**src/rtl/cdf53_pkg.sv**
```systemverilog
// cdf53_pkg: shared types and constants of the 2-d cdf 5/3 wavelet block
// no dependencies
package cdf53_pkg;

    localparam int SAMPLE_W   = 16;
    localparam int COEF_W     = 28;
    localparam int COL_W      = 7;
    localparam int ROW_W      = 11;
    localparam int CFG_IDX_W  = 1;
    localparam int CFG_DATA_W = 13;
    localparam int ACC_W      = 40;

    localparam logic [CFG_IDX_W-1:0] REG_TILE_WIDTH  = 1'b0;
    localparam logic [CFG_IDX_W-1:0] REG_TILE_HEIGHT = 1'b1;

    localparam logic [12:0] MAX_HEIGHT = 13'd4096;

    typedef struct packed {
        logic signed [COEF_W-1:0] ll_coef;
        logic signed [COEF_W-1:0] hl_coef;
        logic signed [COEF_W-1:0] lh_coef;
        logic signed [COEF_W-1:0] hh_coef;
        logic [COL_W-1:0]         band_col;
        logic [ROW_W-1:0]         band_row;
        logic                     tile_done;
    } t_result;

    // one 5x5 neighbourhood of samples plus quad position
    typedef struct packed {
        logic signed [24:0][SAMPLE_W-1:0] win;
        logic [COL_W-1:0]                 band_col;
        logic [ROW_W-1:0]                 band_row;
        logic                             tile_done;
    } t_job;

    // saturate value*4 to the coefficient width
    function automatic logic signed [COEF_W-1:0] sat_out(input logic signed [ACC_W-1:0] v);
        logic signed [ACC_W+1:0] s;
        s = {v, 2'b00};
        if (s > $signed({{(ACC_W+2-COEF_W){1'b0}}, {1'b0, {(COEF_W-1){1'b1}}}}))
            return {1'b0, {(COEF_W-1){1'b1}}};
        else if (s < $signed({{(ACC_W+2-COEF_W){1'b1}}, {1'b1, {(COEF_W-1){1'b0}}}}))
            return {1'b1, {(COEF_W-1){1'b0}}};
        else
            return s[COEF_W-1:0];
    endfunction

    // signed divide by four, rounding toward zero
    function automatic logic signed [ACC_W-1:0] div4(input logic signed [ACC_W-1:0] v);
        logic signed [ACC_W-1:0] t;
        t = v + ((v < 0) ? ACC_W'(3) : ACC_W'(0));
        return t >>> 2;
    endfunction

endpackage

```
**src/rtl/cdf53_back.sv**
```systemverilog
// cdf53_back: two-stage filter datapath whose second stage is the output register
// depends on cdf53_pkg
module cdf53_back (
    input  logic               i_clk,
    input  logic               i_rst_n,
    input  logic               i_job_valid,
    output logic               o_job_ready,
    input  cdf53_pkg::t_job    i_job,
    output logic               o_valid,
    input  logic               i_ready,
    output cdf53_pkg::t_result o_result
);
    import cdf53_pkg::*;

    logic                    r_v1, r_v2;
    logic signed [ACC_W-1:0] r_ll, r_hl, r_lh, r_hh;
    logic [COL_W-1:0]        r_col;
    logic [ROW_W-1:0]        r_row;
    logic                    r_done;
    t_result                 r_out;
    logic                    adv2, adv1;
    logic signed [ACC_W-1:0] n_ll, n_hl, n_lh, n_hh, lh2, ll2, hl2;

    assign adv2        = !r_v2 || i_ready;
    assign adv1        = !r_v1 || adv2;
    assign o_job_ready = adv1;
    assign o_valid     = r_v2;
    assign o_result    = r_out;

    function automatic logic signed [ACC_W-1:0] s(input int k);
        return ACC_W'($signed(i_job.win[k]));
    endfunction

    // window index: row a (-2..+2 as 0..4), column b likewise
    always_comb begin
        logic signed [ACC_W-1:0] aMM, bMM, aM0, bM0, aMP, cMM, dMM, cM0, dM0, cMP;
        logic signed [ACC_W-1:0] a0M, b0M, a00, b00, a0P, c0M, d0M, c00, d00, c0P;
        logic signed [ACC_W-1:0] aPM, bPM, aP0, bP0, aPP;
        aMM = s(0);  bMM = s(1);  aM0 = s(2);  bM0 = s(3);  aMP = s(4);
        cMM = s(5);  dMM = s(6);  cM0 = s(7);  dM0 = s(8);  cMP = s(9);
        a0M = s(10); b0M = s(11); a00 = s(12); b00 = s(13); a0P = s(14);
        c0M = s(15); d0M = s(16); c00 = s(17); d00 = s(18); c0P = s(19);
        aPM = s(20); bPM = s(21); aP0 = s(22); bP0 = s(23); aPP = s(24);
        n_ll = 49*a00 - 7*(aM0+a0M) + aMM + 14*(b0M+cM0) - 2*(bMM+cMM) + 4*dMM;
        n_hl = -28*(a0P+a00) + 4*(aMP+aM0) + 56*b00 - 8*(cM0+cMP+bM0) + 16*dM0;
        n_lh = -28*(aP0+a00) + 4*(aPM+a0M) - 8*(b0M+bPM+c0M) + 56*c00 + 16*d0M;
        n_hh = 16*(aPP+a0P+aP0+a00) - 32*(b00+bP0+c00+c0P) + 64*d00;
    end

    // lifting updates in order
    assign lh2 = r_lh + div4(r_hh);
    assign ll2 = r_ll + div4(r_hl + lh2);
    assign hl2 = r_hl + div4(r_hh);

    always_ff @(posedge i_clk) begin
        if (adv1 && i_job_valid) begin
            r_ll <= n_ll; r_hl <= n_hl; r_lh <= n_lh; r_hh <= n_hh;
            r_col <= i_job.band_col; r_row <= i_job.band_row; r_done <= i_job.tile_done;
        end
        if (adv2 && r_v1) begin
            r_out.ll_coef   <= sat_out(ll2);
            r_out.hl_coef   <= sat_out(hl2);
            r_out.lh_coef   <= sat_out(lh2);
            r_out.hh_coef   <= sat_out(r_hh);
            r_out.band_col  <= r_col;
            r_out.band_row  <= r_row;
            r_out.tile_done <= r_done;
        end
    end

    always_ff @(posedge i_clk) begin
        if (!i_rst_n) begin
            r_v1 <= 1'b0;
            r_v2 <= 1'b0;
        end else begin
            if (adv1) r_v1 <= i_job_valid;
            if (adv2) r_v2 <= r_v1;
        end
    end
endmodule

```
**config.mk**
```make
export PLATFORM = sky130hd
export DESIGN_NAME = cdf53_back
export DESIGN_NICKNAME = d
export VERILOG_FILES = /design/src/rtl/cdf53_pkg.sv /design/src/rtl/cdf53_back.sv
export SDC_FILE = /design/constraint.sdc
export NUM_CORES = 2
export LEC_CHECK = 0
export ABC_AREA = 1
export BUFFER_PORTS_ARGS = -buffer_cell sky130_fd_sc_hd__buf_2
export CAP_MARGIN = 10
export CORE_ASPECT_RATIO = 1.5
export CORE_MARGIN = 8
export CORE_UTILIZATION = 65
export DETAILED_ROUTE_END_ITERATION = 10
export HOLD_SLACK_MARGIN = 0.06
export PLACE_DENSITY = 0.95
export SYNTH_ARGS = -nofsm -noshare
export SYNTH_HDL_FRONTEND = slang
export SYNTH_SLANG_ARGS = --single-unit
```
**constraint.sdc**
```tcl
create_clock -name i_clk -period 21.6 [get_ports i_clk]
set_clock_uncertainty 0.05 [all_clocks]
set_input_delay 3.24 -clock i_clk [delete_from_list [all_inputs] [get_ports i_clk]]
set_output_delay 3.24 -clock i_clk [all_outputs]
set_load 0.005 [all_outputs]
```
=== Word-level counts from Yosys, hierarchy flattened ===
Index checks and enable logic that the tools add are counted.

* Word-level logic and storage cells: 83
* Register bits: 312

* Magnitude comparators: 10
* Add/subtract/negate cells: 38
* Reduce and logical (&&, ||, !) cells: 6
* $mul: 7
* Muxes and demuxes: 6

{| class="wikitable"
|+ Operator list
! kind !! count
|-
| $add A16 B16 Y17 || 11
|-
| $gt A42 B28 Y1 const B || 4
|-
| $lt A42 B28 Y1 const B || 4
|-
| $add A40 B38 Y40 || 3
|-
| $mux W28 || 4
|-
| $mul A4 B17 Y21 const A || 4
|-
| $add A40 B3 Y40 || 2
|-
| $lt A40 B1 Y1 const B || 2
|-
| $add A17 B16 Y18 || 4
|-
| $add A26 B20 Y27 || 2
|-
| $add A25 B22 Y26 || 2
|-
| $add A23 B19 Y24 || 2
|-
| $add A40 B40 Y40 || 1
|-
| $mul A4 B16 Y20 const A || 2
|-
| $add A18 B16 Y19 || 2
|-
| $add A27 B18 Y28 || 1
|-
| $sub A26 B18 Y27 || 1
|-
| $add A25 B23 Y26 || 1
|-
| $sub A25 B21 Y26 || 1
|-
| $add A24 B16 Y25 || 1
|-
| $add A24 B23 Y25 || 1
|-
| $sub A23 B24 Y25 || 1
|-
| $sub A24 B21 Y25 || 1
|-
| $sub A23 B21 Y24 || 1
|-
| other kinds (5) || 9
|}

=== Logic depth before layout (Yosys ltp) ===
* Word-level depth: 11
* Depth in mapped cells: 41
* Mapped depth without buffers: 40

=== Least setup slack after synthesis ===
Ideal clock, no wire load.

* Path type: in2reg
* From: in i_job[133] in the netlist's numbering
* To: reg r_ll[25] (data pin)
* Setup time: 259 ps
* Data arrival time: 9,577 ps
* Buffers on the path: 0
* Required time: 21,291 ps
* Cell stages on the path: 34
* Setup slack: 11,714 ps
* Cells stage by stage: ha_1 > a21oi_1 > nand2_1 > nand2_1 > nand3_1 > a31oi_1 > o21ai_0 > a21oi_1 > xor2_1 > inv_1 > ha_1 > inv_1 > fa_1 > inv_1 > ha_1 > nand2_1 > o21ai_0 > a21oi_1 > o21ai_0 > nand3_1 > nand3_1 > nand2_1 > fa_1 > inv_1 > fa_1 > fa_1 > inv_1 > ha_1 > nand2_1 > nor3_1 > nand4_1 > nand3_1 > a31oi_1 > xnor2_1

* Word-level cells in the longest chain between the ends: 5

{| class="wikitable"
|+ RTL lines
! item !! RTL line !! source
|-
| start: declaration || cdf53_back.sv:8 || <nowiki>input cdf53_pkg::t_job i_job,</nowiki>
|-
| $add A16 B16 Y17 || cdf53_back.sv:44 || <nowiki>n_ll = 49*a00 - 7*(aM0+a0M) + aMM + 14*(b0M+cM0) - 2*(bMM+cMM) + 4*dMM;</nowiki>
|-
| $mul A4 B17 Y21 || cdf53_back.sv:44 ||
|-
| $add A25 B22 Y26 || cdf53_back.sv:44 ||
|-
| $sub A26 B18 Y27 || cdf53_back.sv:44 ||
|-
| $add A27 B18 Y28 || cdf53_back.sv:44 ||
|-
| named net n_ll[25] || cdf53_back.sv:22 || <nowiki>logic signed [ACC_W-1:0] n_ll, n_hl, n_lh, n_hh, lh2, ll2, hl2;</nowiki>
|-
| end signal: assignment || cdf53_back.sv:57 || <nowiki>r_ll <= n_ll; r_hl <= n_hl; r_lh <= n_lh; r_hh <= n_hh;</nowiki>
|-
| end: declaration || cdf53_back.sv:16 || <nowiki>logic signed [ACC_W-1:0] r_ll, r_hl, r_lh, r_hh;</nowiki>
|}

The timed path passes the listed nets, and every way through them passes these cells.
A chain may end at the register's enable or synchronous reset.

=== Final worst setup path ===
* From: in i_job[215] in the netlist's numbering
* To: reg r_lh[25] (data pin)

* Word-level cells in the longest chain between the ends: 6

{| class="wikitable"
|+ RTL lines
! item !! RTL line !! source
|-
| $add A16 B16 Y17 || cdf53_back.sv:46 || <nowiki>n_lh = -28*(aP0+a00) + 4*(aPM+a0M) - 8*(b0M+bPM+c0M) + 56*c00 + 16*d0M;</nowiki>
|-
| $mul A4 B17 Y21 || cdf53_back.sv:46 ||
|-
| $add A23 B19 Y24 || cdf53_back.sv:46 ||
|-
| $sub A24 B21 Y25 || cdf53_back.sv:46 ||
|-
| $add A25 B23 Y26 || cdf53_back.sv:46 ||
|-
| $add A26 B20 Y27 || cdf53_back.sv:46 ||
|-
| named net n_lh[25] || cdf53_back.sv:22 ||
|-
| end signal: assignment || cdf53_back.sv:57 ||
|-
| end: declaration || cdf53_back.sv:16 ||
|}

The timed path passes the listed nets, and every way through them passes these cells.

==> results.py <==
metrics = {
    "synth": {
        "synthTopCellsByArea": "fa_1, ha_1, edfxtp_1",
        "synth_xor_area_frac": 0.0830,
        "synth_ff_type": "edfxtp_1",
        "ys_seq_area_frac": 0.160,
        "syn_area_mm2": 0.0448,
        "synth_top_cell_by_area": "fa_1",
        "synth.distinct_cells": 59,
        "synth-simple-area-share": 0.157,
        "syn_inst": 5572,
        "avgSynthCellArea_um2": 8.03,
        "synthMuxAreaShare": 0,
        "synth-edff-count": 237,
        "ys_warn_count": 0,
        "synth-compound-area-share": 0.109,
        "ys_seq_elements": 239,
        "synth_top_family_by_area": "adder cells",
        "yosysTopAreaCellShare": 0.201,
        "yosys-top-cells-count": "inv_1, nand2_1, ha_1",
        "yosys.area_share.adder": 0.388,
        "synth.most_common_cell": "inv_1",
        "ys_async_sr_fraction": 0,
    },
    "timing": {
        "max_freq_mhz": 94.1,
        "max-slew-margin-rel": 0.353,
        "period_needed_ns": 10.62,
        "finalMaxSlewViolations": 0,
        "worst_slew_pin_slew_ns": 0.971,
        "finalSetupViolations": 0,
        "hold_violations": 0,
        "rsz0062_at_grt": "false",
        "fin_tns_setup_ns": 0,
        "finalCritPeriodShare": 0.492,
    },
    "clock_network": {
        "max-clock-path-buffers": 3,
        "cts_hold_buf": 0,
        "cts_buffers": 23,
        "path_clk_slew_ns": 0.07,
        "h-tree-depth": 1,
        "ctsResizeCount": 0,
        "cts_sinks": 239,
        "clock_latency_ns": 0.57,
        "cts_tree": "yes",
        "cts_setup_buffers": 0,
        "clock-root-buffer": "clkbuf_16",
    },
    "floorplan": {
        "dieArea_mm2": 0.0777,
        "die_w_um": 230,
        "num_io_pins": 556,
        "die_h_um": 337,
        "std_cell_rows": 118,
        "core_mm2": 0.0687,
        "start_util": 0.652,
    },
    "routing": {
        "drt-pass1-iter-count": 7,
        "wirelength_mm": 155,
        "drt_iter0_markers": 2992,
        "drc": 0,
        "avgRoutedWirePerCell_um": 22.0,
        "via_per_inst": 5.79,
        "vias": 40834,
        "antenna_left": 0,
    },
    "placement": {
        "port_buffers": 549,
        "routabilityCongestion": 1.10,
        "dp_hpwl_mm": 139,
    },
    "global_route": {
        "grt_max_degree": 74,
        "grt_pass1_vias": 42201,
        "gr-total-overflow": 0,
        "grt_first_pass_wirelength_mm": 232,
        "antenna_found_initial": 12,
        "track_usage": 0.389,
    },
    "setup_path": {
        "r2r_slack_ns": 14.67,
        "crit_type": "input pin to flip-flop",
        "critical-path-slowest-cell": "fa_1",
        "regToRegEndpoint": "o_result[107]",
        "critPathMaxFanout": 6,
        "path_buf_inv": 5,
        "cp.required_ns": 21.86,
        "cp_slowest_stage_delay_ns": 0.54,
        "cpMostUsedCell": "nand2_1",
        "reg2reg_depth": 35,
        "regToRegStartpoint": "r_hh[4]",
        "critPathLaunchType": "input pin",
        "critical_path.top_delay_family": "adder cells",
        "worstPathArrival_ns": 10.88,
        "setup.worst_path.end_class": "flip-flop",
    },
    "layout": {
        "seq_area_mm2": 0.00716,
        "multi_input_area_mm2": 0.0330,
        "nets": 7668,
        "drive_above_1_share": 0.106,
        "syn2layout_area_growth_pct": 10.1,
        "fillers": 5461,
    },
    "hold_path": {
        "worstHoldStart": "r_row[5]",
        "hp-class": "flip-flop to flip-flop",
        "whs_path_depth": 0,
        "hold_end": "o_result[6]",
    },
    "job": {
        "cap_violations": 0,
    },
    "outcome": {
        "status": "completed",
    },
}
## layer usage
metal	routed length [um]	GRT usage
met1	52700	0.397
met2	73000	0.667
met3	10500	0.0591
met4	18800	0.386
met5	23	0
## final cells by class
class / instances / share of cell area
Antenna cell: 10 / 0.000508
Clock buffer: 24 / 0.0118
Clock inverter: 18 / 0.00356
Inverter: 1176 / 0.0896
Multi-Input combinational cell: 4134 / 0.670
Sequential cell: 239 / 0.145
Tap cell: 900 / 0.0229
Timing Repair Buffer: 554 / 0.0565
## logic make-up (layout without fill, tap and decap cells)
kind of cell,after synthesis,after routing
AO/OA/AOI/OAI,878,878
XOR/XNOR,424,424
adder cells (fa/ha/maj),1117,1117
buffers and inverters,1204,1772
flip-flops,239,239
other,1,16
AND/OR/NAND/NOR,1709,1709
## worst max path at each step
| stage | start | endpoint | slack (ns) | depth (start not counted) |
|---|---|---|---|---|
| after floorplan | i_job[133] | r_ll[25] | 11.71 | 34 |
| after global placement | i_job[213] | r_lh[24] | 10.86 | 35 |
| after detailed placement | i_job[215] | r_lh[25] | 10.64 | 34 |
| after CTS | i_job[215] | r_lh[25] | 11.21 | 34 |
| after global routing | i_job[215] | r_lh[25] | 10.47 | 34 |
| final | i_job[215] | r_lh[25] | 10.98 | 34 |
## stage by stage
stage | hold WS [ns] | worst slack [ns] | utilization | cells | area (um^2)
6_report | 0.371 | 10.98 | 0.718 | 7055 | 49300
5_1_grt | 0.383 | 10.47 | 0.718 | 7053 | 49300
2_1_floorplan | 0.350 | 11.71 | - | 5577 | 44800
3_3_place_gp | 0.353 | 10.86 | 0.706 | 7003 | 48500
3_5_place_dp | 0.355 | 10.64 | 0.706 | 7003 | 48500
4_1_cts | 0.371 | 11.21 | 0.717 | 7045 | 49200
## flip-flops by register name, indices dropped and copies added (netlist names)
signal	count
r_ll	28
r_done	1
r_col	7
r_hh	22
r_hl	25
r_row	11
o_result	118
o_valid	1
r_lh	25
r_v1	1
## worst reg2reg max path: cells and delay by family (launching register included)
family / cells / cell delay, ns
DFF: 1 / 0.43
adders and majority gates: 4 / 1.57
AOI/OAI and AO/OA: 6 / 1.18
xor gates and xnor gates: 2 / 0.65
and+or+nand+nor: 21 / 2.78
buffers and inverters: 2 / 0.12
## layout by cell type, fill, tap and decap left out, types with 6 or more instances in the layout
cell type,count
inv_1,1170
nand2_1,1100
ha_1,667
buf_2,549
a21oi_1,472
fa_1,450
xor2_1,288
nor2_1,268
edfxtp_1,237
o21ai_0,193
nand3_1,179
xnor2_1,136
nor3_1,55
nand4_1,42
o21bai_1,39
a21o_1,34
a31oi_1,33
clkbuf_16,23
o21ai_1,17
a21boi_0,15
nor2_2,14
nor4_1,13
o21a_1,13
nand2_2,11
diode_2,10
o31ai_1,10
o211ai_1,9
a211oi_1,8
nand3b_1,6
conb_1,6
Power is not shown: default switching activity piles up to over one toggle a cycle in this logic, so the estimate is an artifact.
